## src/hw/rtl/pdb_pkg.sv

```systemverilog
// ----------------------------------------------------------------------------
// pdb_pkg
// Shared widths, pipeline payload types and arithmetic steps for the point
// distance and bearing pipeline.
// ----------------------------------------------------------------------------
package pdb_pkg;

    localparam int COORD_WIDTH       = 16;
    localparam int DIFF_W            = COORD_WIDTH + 1;
    localparam int MAG_W             = DIFF_W;
    localparam int SQ_W              = 2 * MAG_W;
    localparam int ROOT_W            = MAG_W;
    localparam int REM_W             = ROOT_W + 3;
    localparam int NORM_MSB          = 30;
    localparam int MSB_W             = $clog2(MAG_W);
    localparam int SHIFT_W           = $clog2(NORM_MSB + 1);
    localparam int XY_W              = NORM_MSB + 4;
    localparam int Z_W               = 34;
    localparam int CORDIC_ITERATIONS = 16;
    localparam int CORDIC_PER_STAGE  = 2;
    localparam int SQRT_PER_STAGE    = 3;
    localparam int CORE_STAGES       = 8;
    localparam int ACC_FRAC          = 24;
    localparam int ANGLE_FRAC_BITS   = 8;
    localparam int ROUND_SHIFT       = ACC_FRAC - ANGLE_FRAC_BITS;
    localparam int B_W               = Z_W + 2;
    localparam int OUT_W             = 17;

    typedef struct packed {
        logic dx_neg;
        logic dy_neg;
        logic dx_zero;
        logic dy_zero;
    } pdb_flags_t;

    typedef struct packed {
        pdb_flags_t       flags;
        logic [MAG_W-1:0] ax;
        logic [MAG_W-1:0] ay;
    } pdb_diff_t;

    typedef struct packed {
        pdb_flags_t             flags;
        logic signed [XY_W-1:0] x;
        logic signed [XY_W-1:0] y;
        logic signed [Z_W-1:0]  z;
        logic [SQ_W-1:0]        rad;
        logic [REM_W-1:0]       rem;
        logic [ROOT_W-1:0]      root;
    } pdb_work_t;

    // atan(2^-i) in degrees with 24 fractional bits.
    function automatic logic signed [Z_W-1:0] atan_deg(input int i);
        logic signed [Z_W-1:0] v;
        case (i)
            0:       v = Z_W'(754974720);
            1:       v = Z_W'(445687602);
            2:       v = Z_W'(235489089);
            3:       v = Z_W'(119537938);
            4:       v = Z_W'(60000934);
            5:       v = Z_W'(30029717);
            6:       v = Z_W'(15018523);
            7:       v = Z_W'(7509720);
            8:       v = Z_W'(3754917);
            9:       v = Z_W'(1877466);
            10:      v = Z_W'(938734);
            11:      v = Z_W'(469367);
            12:      v = Z_W'(234684);
            13:      v = Z_W'(117342);
            14:      v = Z_W'(58671);
            15:      v = Z_W'(29335);
            16:      v = Z_W'(14668);
            17:      v = Z_W'(7334);
            18:      v = Z_W'(3667);
            19:      v = Z_W'(1833);
            20:      v = Z_W'(917);
            21:      v = Z_W'(458);
            22:      v = Z_W'(229);
            23:      v = Z_W'(115);
            default: v = '0;
        endcase
        return v;
    endfunction

    // One vectoring rotation; i is a constant at every call site.
    function automatic pdb_work_t cordic_step(input pdb_work_t w, input int i);
        pdb_work_t r;
        logic signed [XY_W-1:0] xs;
        logic signed [XY_W-1:0] ys;
        r  = w;
        xs = w.x >>> i;
        ys = w.y >>> i;
        if (!w.y[XY_W-1])
        begin
            r.x = w.x + ys;
            r.y = w.y - xs;
            r.z = w.z + atan_deg(i);
        end
        else
        begin
            r.x = w.x - ys;
            r.y = w.y + xs;
            r.z = w.z - atan_deg(i);
        end
        return r;
    endfunction

    // One restoring square root step on bit pair p of the radicand.
    function automatic pdb_work_t sqrt_step(input pdb_work_t w, input int p);
        pdb_work_t r;
        logic [REM_W-1:0] rem_sh;
        logic [REM_W-1:0] trial;
        r      = w;
        rem_sh = {w.rem[REM_W-3:0], w.rad[2*p +: 2]};
        trial  = REM_W'({w.root, 2'b01});
        if (rem_sh >= trial)
        begin
            r.rem  = rem_sh - trial;
            r.root = {w.root[ROOT_W-2:0], 1'b1};
        end
        else
        begin
            r.rem  = rem_sh;
            r.root = {w.root[ROOT_W-2:0], 1'b0};
        end
        return r;
    endfunction

endpackage

```

## src/hw/rtl/pdb_back.sv

```systemverilog
// ----------------------------------------------------------------------------
// pdb_back
// Output register: quadrant correction, rounding of the bearing and the
// axis and coincident-point cases.
// ----------------------------------------------------------------------------
module pdb_back
(
    input  logic                           clk,
    input  logic                           rst_n,
    input  logic                           in_valid,
    output logic                           in_ready,
    input  pdb_pkg::pdb_work_t             in_work,
    output logic                           out_valid,
    input  logic                           out_stall,
    output logic [pdb_pkg::OUT_W-1:0]      distance,
    output logic [pdb_pkg::OUT_W-1:0]      bearing,
    output logic                           angle_invalid
);
    import pdb_pkg::*;

    logic                  valid_reg;
    logic [OUT_W-1:0]      distance_reg;
    logic [OUT_W-1:0]      bearing_reg;
    logic                  invalid_reg;
    logic [OUT_W-1:0]      bearing_next;
    logic                  invalid_next;
    logic signed [B_W-1:0] angle;
    logic signed [B_W-1:0] b24;
    logic signed [B_W-1:0] rounded;

    assign in_ready      = !valid_reg || !out_stall;
    assign out_valid     = valid_reg;
    assign distance      = distance_reg;
    assign bearing       = bearing_reg;
    assign angle_invalid = invalid_reg;

    always_comb
    begin
        angle = B_W'(in_work.z);
        if (in_work.flags.dx_neg != in_work.flags.dy_neg)
        begin
            angle = -angle;
        end
        b24 = (B_W'(180) <<< ACC_FRAC) - angle;
        if (b24[B_W-1])
        begin
            b24 = '0;
        end
        rounded      = b24 + (B_W'(1) <<< (ROUND_SHIFT - 1));
        invalid_next = 1'b0;
        if (in_work.flags.dx_zero && in_work.flags.dy_zero)
        begin
            invalid_next = 1'b1;
            bearing_next = '0;
        end
        else if (in_work.flags.dx_zero)
        begin
            bearing_next = in_work.flags.dy_neg ? (OUT_W'(270) << ANGLE_FRAC_BITS)
                                                : (OUT_W'(90) << ANGLE_FRAC_BITS);
        end
        else if (in_work.flags.dy_zero)
        begin
            bearing_next = OUT_W'(180) << ANGLE_FRAC_BITS;
        end
        else
        begin
            bearing_next = rounded[ROUND_SHIFT +: OUT_W];
        end
    end

    always_ff @(posedge clk or negedge rst_n)
    begin
        if (!rst_n)
        begin
            valid_reg <= 1'b0;
        end
        else if (in_ready)
        begin
            valid_reg <= in_valid;
        end
    end

    always_ff @(posedge clk)
    begin
        if (in_ready && in_valid)
        begin
            distance_reg <= in_work.root;
            bearing_reg  <= bearing_next;
            invalid_reg  <= invalid_next;
        end
    end

endmodule

```

## config.mk

```make
export PLATFORM = sky130hd
export DESIGN_NAME = pdb_back
export DESIGN_NICKNAME = d
export VERILOG_FILES = /design/src/hw/rtl/pdb_pkg.sv /design/src/hw/rtl/pdb_back.sv
export SDC_FILE = /design/constraint.sdc
export NUM_CORES = 1
export LEC_CHECK = 0
export BUFFER_PORTS_ARGS = -buffer_cell sky130_fd_sc_hd__buf_2
export CORE_ASPECT_RATIO = 1.25
export CORE_MARGIN = 2
export CORE_UTILIZATION = 46
export CTS_CLUSTER_DIAMETER = 50
export DETAILED_ROUTE_END_ITERATION = 12
export PLACE_DENSITY = 0.84
export SETUP_SLACK_MARGIN = 0.15
export SYNTH_ARGS = -nofsm -noshare
export SYNTH_HDL_FRONTEND = slang
export SYNTH_SLANG_ARGS = --single-unit
```

## constraint.sdc

```tcl
create_clock -name clk -period 2.1 [get_ports clk]
set_input_delay 0.42 -clock clk [delete_from_list [all_inputs] [get_ports clk]]
set_output_delay 0.42 -clock clk [all_outputs]
set_load 0.005 [all_outputs]
```

==> out/qor.yml <==
worst_hold_slack_ns: 0.299
drtAntennaViolNets: 0
overflow: 0
min_period_ns: 3.86
cts_inserted_buffers: 5
crit_family: "simple AND/OR/NAND/NOR gates"
rsz0062_at_grt: "true"
cp.required_ns: 2.14
rows: 37
clock_power_share: 0.204
synth_edf_count: 35
max-clock-path-buffers: 2
ys.flop_type: "edfxtp_1"
nets: 924
grt_pass1_vias: 5168
crit_type: "in -> reg"
yosys.area.top_type_share: 0.268
routedWlPerCell_um: 20.7
cts_max_level: 2
drive_gt1_frac: 0.553
crit_buf_inv: 3
final_max_slew_viol_count: 0
grt_util_all_layers: 0.354
vias: 5311
critPathSlowestCell: "or4_4"
syn-cell-area_um2: 3920
stdcell_count: 841
synth_top_cells_by_count: "nor2_1, edfxtp_1, nand2_1"
vias_per_cell: 6.32
grt_max_degree: 36
cts_tree: "yes"
grt_antenna_before_repair: 3
p_comb_frac: 0.512
switching_share: 0.360
max_freq_ghz: 0.259
path_cells: "buf_8, or4_4, buf_4, nor4_2, or3_4, buf_4, o311ai_2, nor4b_1, a21oi_1, o22ai_2, nand3_2, or4_4, a221o_1"
clk_latency_ns: 0.30
crit_path_end_kind: "flip-flop"
dieArea_um2: 9280
worst_path_largest_cell_delay_ns: 0.62
hold_viol: 0
dp_hpwl_um: 12100
synthToLayoutAreaGrowth_pct: 68.6
p_seq_frac: 0.284
placed_cell_area_um2: 5920
synthArstFlopShare: 0.0278
core_um2: 8240
die_w_um: 86.6
synth_cell_type_count: 84
numPlacedInstances: 795
crit_path_max_fanout: 6
drc: 0
cts-root-buf: "clkbuf_8"
synth_cells: 447
p_per_area_nw_per_um2: 461
violations: "negative setup slack"
grt_first_pass_wirelength_um: 25900
vdd_drop_max_uv: 297
drv_cap: 0
fin_crit_sh: 1.84
wl_um: 17400
skew_ns: 0.0211
place_congestion: 1.06
crit_path_start_kind: "primary input"
synth.net_count: 631
ys_seq_area_frac: 0.275
setup_viol_count_final: 17
hp-class: "in -> reg"
worst_slew_pin_slew_ns: 0.716
final_area_um2: 6610
dp_slack_ns: -2.09
slew_headroom: 0.518
synth.largest_area_cell: "edfxtp_1"
die_y_um: 107
switchingPower_mw: 1.10
drt_iter0_drc: 537
fin_ws_ns: -1.76
power_leakage_nw: 2.78
synth.most_common_cell: "nor2_1"
fillers: 515
io_pins: 218
io_buffers: 95
synth_seq_cells: 36
cts.sinks: 36
p_int_mw: 1.95
arrival_ns: 3.89
status: "finished, violations left"
synth_warnings: 0
drtPass1Iterations: 5
initial_core_util: 0.476
netlist_top_cells_area: "edfxtp_1, xnor2_1, nor2_1"
total_power_mw: 3.05
avgSynthCellArea_um2: 8.77
cts.reportedPaths.clkPinSlew_ns: 0.09
layer usage:
layer	global-route usage	up-vias	part of all wire
met2	0.642	358	0.51
met1	0.380	2472	0.34
met4	0.193	2	0.066
met3	0.0677	123	0.088
li1	-	2356	-
met5	0	-	0.00063
power groups by stage:
stage / combinational (mW) / sequential (mW) / clock (mW)
2_1_floorplan: 0.666 / 0.883 / 0
3_3_place_gp: 1.25 / 0.873 / 0
3_5_place_dp: 1.29 / 0.877 / 0
4_1_cts: 1.45 / 0.862 / 0.598
5_1_grt: 1.64 / 0.867 / 0.641
6_report: 1.56 / 0.864 / 0.622
worst paths after layout:
kind / start / endpoint / slack (ns) / depth (start not counted)
setup / recovery: in_work[78] / bearing[14] / -1.76 / 13
hold / removal: in_work[14] / distance[14] / 0.30 / 1
setup reg to reg: out_valid / angle_invalid / 0.74 / 3
hold reg to reg: out_valid / out_valid / 0.56 / 2
max in group asynchronous: rst_n / out_valid / 1.50 / 2
min in group asynchronous: rst_n / out_valid / 0.51 / 2
what timing repair did:
action                     CTS  global route
setup endpoints to repair   17            17
resized for setup           41            18
setup buffers               19            13
pin swaps                   31            17
hold buffers                 1             0
cloned                       1             1
hold endpoints to repair     1             0
cell type report:
type	count	area, um2	area share
multi-input cells	386	3160	0.479
repair buffers	302	2100	0.317
flip-flops and latches	36	1080	0.163
well taps	97	121	0.0184
clock buffers	6	72.6	0.0110
clock inverters	2	35.0	0.00530
inverters	9	33.8	0.00511
diodes	3	7.51	0.00114
metrics by stage:
stage | setup TNS, ns | util
3_3_place_gp | -29.44 | 0.718
2_1_floorplan | -24.10 | -
5_1_grt | -27.89 | 0.801
4_1_cts | -24.34 | 0.776
3_5_place_dp | -30.55 | 0.718
6_report | -26.69 | 0.802
worst register-to-register path, delay by kind of cell (launching register included):
kind | cells | cell delay (ns)
buffers and inverters | 1 | 0.39
DFF | 1 | 0.38
and+or+nand+nor | 2 | 0.25
logic make-up (layout without fill, tap and decap cells):
| logic type | Yosys count | in the layout | share of synthesized area |
|---|---|---|---|
| AO/OA/AOI/OAI | 112 | 113 | 0.220 |
| AND/OR/NAND/NOR | 224 | 224 | 0.355 |
| adder cells (fa/ha/maj) | 3 | 3 | 0.00958 |
| other | 0 | 3 | 0 |
| flip-flops | 36 | 36 | 0.275 |
| multiplexers | 2 | 2 | 0.00543 |
| buffers and inverters | 26 | 319 | 0.0358 |
| XOR/XNOR | 44 | 44 | 0.100 |
layout by cell type (no fill, tap or decap), types with 14 or more instances in the layout:
master	n
buf_4	192
buf_2	95
edfxtp_1	35
nor2_1	33
nand2_1	31
xnor2_1	24
a21oi_1	19
nand4_1	17
nand3_1	16
xor2_1	14
(Power assumes the default switching activity.)
