==> src/hw/rtl/pdb_pkg.sv <==
// ----------------------------------------------------------------------------
// pdb_pkg
// Shared widths, pipeline payload types and arithmetic steps for the point
// distance and bearing pipeline.
// ----------------------------------------------------------------------------
package pdb_pkg;

    localparam int COORD_WIDTH       = 16;
    localparam int DIFF_W            = COORD_WIDTH + 1;
    localparam int MAG_W             = DIFF_W;
    localparam int SQ_W              = 2 * MAG_W;
    localparam int ROOT_W            = MAG_W;
    localparam int REM_W             = ROOT_W + 3;
    localparam int NORM_MSB          = 30;
    localparam int MSB_W             = $clog2(MAG_W);
    localparam int SHIFT_W           = $clog2(NORM_MSB + 1);
    localparam int XY_W              = NORM_MSB + 4;
    localparam int Z_W               = 34;
    localparam int CORDIC_ITERATIONS = 16;
    localparam int CORDIC_PER_STAGE  = 2;
    localparam int SQRT_PER_STAGE    = 3;
    localparam int CORE_STAGES       = 8;
    localparam int ACC_FRAC          = 24;
    localparam int ANGLE_FRAC_BITS   = 8;
    localparam int ROUND_SHIFT       = ACC_FRAC - ANGLE_FRAC_BITS;
    localparam int B_W               = Z_W + 2;
    localparam int OUT_W             = 17;

    typedef struct packed {
        logic dx_neg;
        logic dy_neg;
        logic dx_zero;
        logic dy_zero;
    } pdb_flags_t;

    typedef struct packed {
        pdb_flags_t       flags;
        logic [MAG_W-1:0] ax;
        logic [MAG_W-1:0] ay;
    } pdb_diff_t;

    typedef struct packed {
        pdb_flags_t             flags;
        logic signed [XY_W-1:0] x;
        logic signed [XY_W-1:0] y;
        logic signed [Z_W-1:0]  z;
        logic [SQ_W-1:0]        rad;
        logic [REM_W-1:0]       rem;
        logic [ROOT_W-1:0]      root;
    } pdb_work_t;

    // atan(2^-i) in degrees with 24 fractional bits.
    function automatic logic signed [Z_W-1:0] atan_deg(input int i);
        logic signed [Z_W-1:0] v;
        case (i)
            0:       v = Z_W'(754974720);
            1:       v = Z_W'(445687602);
            2:       v = Z_W'(235489089);
            3:       v = Z_W'(119537938);
            4:       v = Z_W'(60000934);
            5:       v = Z_W'(30029717);
            6:       v = Z_W'(15018523);
            7:       v = Z_W'(7509720);
            8:       v = Z_W'(3754917);
            9:       v = Z_W'(1877466);
            10:      v = Z_W'(938734);
            11:      v = Z_W'(469367);
            12:      v = Z_W'(234684);
            13:      v = Z_W'(117342);
            14:      v = Z_W'(58671);
            15:      v = Z_W'(29335);
            16:      v = Z_W'(14668);
            17:      v = Z_W'(7334);
            18:      v = Z_W'(3667);
            19:      v = Z_W'(1833);
            20:      v = Z_W'(917);
            21:      v = Z_W'(458);
            22:      v = Z_W'(229);
            23:      v = Z_W'(115);
            default: v = '0;
        endcase
        return v;
    endfunction

    // One vectoring rotation; i is a constant at every call site.
    function automatic pdb_work_t cordic_step(input pdb_work_t w, input int i);
        pdb_work_t r;
        logic signed [XY_W-1:0] xs;
        logic signed [XY_W-1:0] ys;
        r  = w;
        xs = w.x >>> i;
        ys = w.y >>> i;
        if (!w.y[XY_W-1])
        begin
            r.x = w.x + ys;
            r.y = w.y - xs;
            r.z = w.z + atan_deg(i);
        end
        else
        begin
            r.x = w.x - ys;
            r.y = w.y + xs;
            r.z = w.z - atan_deg(i);
        end
        return r;
    endfunction

    // One restoring square root step on bit pair p of the radicand.
    function automatic pdb_work_t sqrt_step(input pdb_work_t w, input int p);
        pdb_work_t r;
        logic [REM_W-1:0] rem_sh;
        logic [REM_W-1:0] trial;
        r      = w;
        rem_sh = {w.rem[REM_W-3:0], w.rad[2*p +: 2]};
        trial  = REM_W'({w.root, 2'b01});
        if (rem_sh >= trial)
        begin
            r.rem  = rem_sh - trial;
            r.root = {w.root[ROOT_W-2:0], 1'b1};
        end
        else
        begin
            r.rem  = rem_sh;
            r.root = {w.root[ROOT_W-2:0], 1'b0};
        end
        return r;
    endfunction

endpackage

==> src/hw/rtl/pdb_front.sv <==
// ----------------------------------------------------------------------------
// pdb_front
// Two register stages: coordinate differences and magnitudes, then the sum
// of squares and the normalization of the vector for the rotation stages.
// ----------------------------------------------------------------------------
module pdb_front
(
    input  logic                                  clk,
    input  logic                                  rst_n,
    input  logic                                  in_valid,
    output logic                                  in_ready,
    input  logic signed [pdb_pkg::COORD_WIDTH-1:0] ref_x,
    input  logic signed [pdb_pkg::COORD_WIDTH-1:0] ref_y,
    input  logic signed [pdb_pkg::COORD_WIDTH-1:0] target_x,
    input  logic signed [pdb_pkg::COORD_WIDTH-1:0] target_y,
    output logic                                  out_valid,
    input  logic                                  out_ready,
    output pdb_pkg::pdb_work_t                    out_work
);
    import pdb_pkg::*;

    logic                    diff_valid_reg;
    pdb_diff_t               diff_reg;
    pdb_diff_t               diff_next;
    logic                    diff_ready;
    logic                    work_valid_reg;
    pdb_work_t               work_reg;
    pdb_work_t               work_next;
    logic                    work_ready;
    logic signed [DIFF_W-1:0] dx;
    logic signed [DIFF_W-1:0] dy;
    logic [MAG_W-1:0]        mag_max;
    logic [MSB_W-1:0]        msb;
    logic [SHIFT_W-1:0]      shift;

    assign work_ready = !work_valid_reg || out_ready;
    assign diff_ready = !diff_valid_reg || work_ready;
    assign in_ready   = diff_ready;
    assign out_valid  = work_valid_reg;
    assign out_work   = work_reg;

    always_comb
    begin
        dx = DIFF_W'(ref_x) - DIFF_W'(target_x);
        dy = DIFF_W'(ref_y) - DIFF_W'(target_y);
        diff_next.flags.dx_neg  = dx[DIFF_W-1];
        diff_next.flags.dy_neg  = dy[DIFF_W-1];
        diff_next.flags.dx_zero = (dx == '0);
        diff_next.flags.dy_zero = (dy == '0);
        diff_next.ax = dx[DIFF_W-1] ? MAG_W'(-dx) : MAG_W'(dx);
        diff_next.ay = dy[DIFF_W-1] ? MAG_W'(-dy) : MAG_W'(dy);
    end

    // The larger magnitude is shifted so that its top bit lands on NORM_MSB.
    always_comb
    begin
        mag_max = (diff_reg.ax > diff_reg.ay) ? diff_reg.ax : diff_reg.ay;
        msb     = '0;
        for (int i = 0; i < MAG_W; i++)
        begin
            if (mag_max[i])
            begin
                msb = MSB_W'(i);
            end
        end
        shift = SHIFT_W'(NORM_MSB) - SHIFT_W'(msb);
        work_next.flags = diff_reg.flags;
        work_next.x     = XY_W'(diff_reg.ax) << shift;
        work_next.y     = XY_W'(diff_reg.ay) << shift;
        work_next.z     = '0;
        work_next.rad   = SQ_W'(diff_reg.ax * diff_reg.ax)
                        + SQ_W'(diff_reg.ay * diff_reg.ay);
        work_next.rem   = '0;
        work_next.root  = '0;
    end

    always_ff @(posedge clk or negedge rst_n)
    begin
        if (!rst_n)
        begin
            diff_valid_reg <= 1'b0;
            work_valid_reg <= 1'b0;
        end
        else
        begin
            if (diff_ready)
            begin
                diff_valid_reg <= in_valid;
            end
            if (work_ready)
            begin
                work_valid_reg <= diff_valid_reg;
            end
        end
    end

    always_ff @(posedge clk)
    begin
        if (diff_ready && in_valid)
        begin
            diff_reg <= diff_next;
        end
        if (work_ready && diff_valid_reg)
        begin
            work_reg <= work_next;
        end
    end

endmodule

==> config.mk <==
export PLATFORM = sky130hd
export DESIGN_NAME = pdb_front
export DESIGN_NICKNAME = d
export VERILOG_FILES = /design/src/hw/rtl/pdb_pkg.sv /design/src/hw/rtl/pdb_front.sv
export SDC_FILE = /design/constraint.sdc
export NUM_CORES = 2
export LEC_CHECK = 0
export BUFFER_PORTS_ARGS = -buffer_cell sky130_fd_sc_hd__buf_2
export CORE_MARGIN = 2
export CORE_UTILIZATION = 30
export CTS_CLUSTER_SIZE = 12
export DETAILED_ROUTE_END_ITERATION = 16
export GPL_ROUTABILITY_DRIVEN = 1
export PLACE_DENSITY = 0.48
export SLEW_MARGIN = 20
export SYNTH_ARGS = -nofsm -noshare
export SYNTH_HDL_FRONTEND = slang
export SYNTH_SLANG_ARGS = --single-unit
==> constraint.sdc <==
create_clock -name clk -period 13.65 [get_ports clk]
set_input_delay 1.365 -clock clk [delete_from_list [all_inputs] [get_ports clk]]
set_output_delay 1.365 -clock clk [all_outputs]
set_load 0.01 [all_outputs]
==> results.sh <==
export IMPL_antenna_found_initial=0
export IMPL_min_path_type="reg2reg"
export IMPL_layout_commonest_cell="inv_1"
export IMPL_grt_max_degree=63
export IMPL_htreeDepth=4
export IMPL_clock_skew_ns=0.0233
export IMPL_die_area_um2=92900
export IMPL_synth_cell_type_count=89
export IMPL_timing_fmax_ghz=0.111
export IMPL_synth_flop_cell="edfxtp_1"
export IMPL_antenna_left=0
export IMPL_core_area_um2=89900
export IMPL_r2r_slack_ns=4.62
export IMPL_finalCriticalPeriod_ns=9.03
export IMPL_async_flop_share_pct=1.37
export IMPL_cp_arrival_ns=9.31
export IMPL_drive_gt1_share_pct=10.8
export IMPL_post_cts_buffers=0
export IMPL_fp_dieW_um=305
export IMPL_area_delta_synth_final_pct=9.69
export IMPL_grt_first_pass_wirelength_um=123000
export IMPL_worst_slew_pin_transition_ns=0.989
export IMPL_cts_buffers=17
export IMPL_place_congestion=0.843
export IMPL_synthesis_instances=2849
export IMPL_start_kind="flop"
export IMPL_fin_nets=3751
export IMPL_r2r_cells=23
export IMPL_rows=110
export IMPL_fill_cells=9426
export IMPL_status="complete, no violations"
export IMPL_ys_ff_latch=146
export IMPL_avgSynthCellArea_um2=9.53
export IMPL_synth_yosys_seq_area_share_pct=16.1
export IMPL_endpoint_kind="flop"
export IMPL_path_clk_slew_ns=0.08
export IMPL_drt_iter0_markers=1383
export IMPL_start_util_pct=30.2
export IMPL_hold_violations=0
export IMPL_cts_root_buf="clkbuf_16"
export IMPL_synth_edf_count=144
export IMPL_required_ns=13.94
export IMPL_largest_register_ff_count=106
export IMPL_drc_errors=0
export IMPL_synth_warnings=0
export IMPL_dp_hpwl_um=61800
export IMPL_firstDrtPassIters=6
export IMPL_grt_pass1_vias=20574
export IMPL_insertion_delay_ns=0.50
export IMPL_finalCritPeriodShare_pct=66.1
export IMPL_gr_total_overflow=0
export IMPL_netlist_area_um2=27100
export IMPL_routed_wl_um=79600
export IMPL_reg2reg_to="out_work[67]$_DFFE_PP_"
export IMPL_wl_per_cell_um=19.1
export IMPL_boundaryPins=247
export IMPL_grt_usage_pct=17.4
export IMPL_portBuffers=175
export IMPL_fin_setup_tns_ns=0
export IMPL_die_h_um=305
export IMPL_postCtsHoldBufs=0
export IMPL_startpoint="diff_reg[25]$_DFFE_PP_"
export IMPL_critPathMaxFanout=19
export IMPL_setup_viol=0
export IMPL_clk_path_buf_depth=2
export IMPL_slew_headroom_pct=33.5
export IMPL_final_cell_mix="679 x inv_1, 445 x fa_1, 254 x ha_1"
export IMPL_dr_total_vias=19810
export IMPL_endpoint="out_work[67]$_DFFE_PP_"
export IMPL_vias_per_cell=4.75
export IMPL_crit_type="reg2reg"
export IMPL_slew_violations=0
export IMPL_r2r_start="diff_reg[25]$_DFFE_PP_"
export IMPL_clkSinkCount=146
export IMPL_cap_viol_max_count=0
export IMPL_cts_tree="built"
export IMPL_rsz0062_at_grt="no"
export IMPL_cts_resized=0
==> stage by stage <==
stage	instance area, µm²	utilization, %	setup slack (ns)	hold slack [ns]	cells
CTS	29700	33.1	4.65	0.424	4171
global placement	29100	32.4	4.80	0.404	4139
detailed placement	29100	32.4	4.70	0.405	4139
floorplan	27400	-	5.91	0.400	2927
global route	29800	33.1	4.09	0.436	4173
finish	29800	33.1	4.62	0.422	4174
==> cells in the mapped netlist (19+ instances only) <==
cell,number,area (µm²)
a21oi_1,76,380
and2_1,65,407
buf_4,75,563
clkbuf_1,79,297
edfxtp_1,144,4320
fa_1,445,8910
ha_1,254,3180
inv_1,679,2550
mux2i_1,31,310
mux4_2,19,428
nand2_1,207,777
nand3_1,35,175
nor2_1,183,687
nor3_1,28,140
o21ai_0,50,250
xnor2_1,72,631
xor2_1,27,236
==> layout make-up <==
class                           instances  area (µm²)  share of cell area [%]
Clock inverter                         15         193                   0.647
Timing Repair Buffer                  219        1230                    4.12
Inverter                              691        2600                    8.72
Multi-Input combinational cell       1909       19500                    65.4
Clock buffer                           17         425                    1.43
Antenna cell                            1        2.50                 0.00841
Sequential cell                       146        4370                    14.7
Tap cell                             1176        1470                    4.94
==> worst max-delay path, stage by stage (launching register included) <==
cell,delay (ns)
edfxtp_1,1.01
clkinv_1,0.63
nor2_1,0.38
fa_1,0.49
fa_1,0.40
fa_1,0.54
inv_1,0.06
fa_1,0.53
inv_1,0.05
fa_1,0.49
fa_1,0.51
fa_1,0.49
inv_1,0.05
fa_1,0.49
inv_1,0.05
ha_1,0.35
o2111ai_1,0.15
nor2b_1,0.12
o21ai_0,0.14
a31oi_1,0.58
o21ai_0,0.36
o221ai_1,0.41
o311ai_0,0.20
o311ai_0,0.33
==> layer usage <==
layer / vias to the layer above / track usage [%] / part of all wire [%]
met5: - / 0 / 0
met4: 0 / 4.04 / 1.6
met3: 67 / 3.11 / 5.7
met2: 601 / 30.2 / 51
met1: 9961 / 22.5 / 42
li1: 9181 / - / -
==> cell families (layout without fill, tap and decap cells) <==
kind of cell	after synthesis	in the layout	synth area share, %
mux	64	64	3.48
simple gates	626	626	10.7
flops	146	146	16.1
buf+inv	872	942	13.2
xor+xnor	99	99	3.19
other cells	1	80	0.0138
compound gates	342	342	8.73
fa+ha+maj	699	699	44.5
==> how the worst min path moves through the flow <==
stage	startpoint	to	slack, ns	cells past startpoint
4_1_cts	diff_reg[37]$_DFFE_PP_	out_work[176]$_DFFE_PP_	0.42	0
3_3_place_gp	diff_reg[34]$_DFFE_PP_	out_work[173]$_DFFE_PP_	0.40	0
3_5_place_dp	diff_reg[37]$_DFFE_PP_	out_work[176]$_DFFE_PP_	0.41	0
2_1_floorplan	diff_reg[34]$_DFFE_PP_	out_work[173]$_DFFE_PP_	0.40	0
5_1_grt	diff_reg[37]$_DFFE_PP_	out_work[176]$_DFFE_PP_	0.44	0
6_report	diff_reg[37]$_DFFE_PP_	out_work[176]$_DFFE_PP_	0.42	0
Power is left out: the tool's default activity adds up to more than one toggle a clock period on the data nets, which glitch-free logic cannot reach.
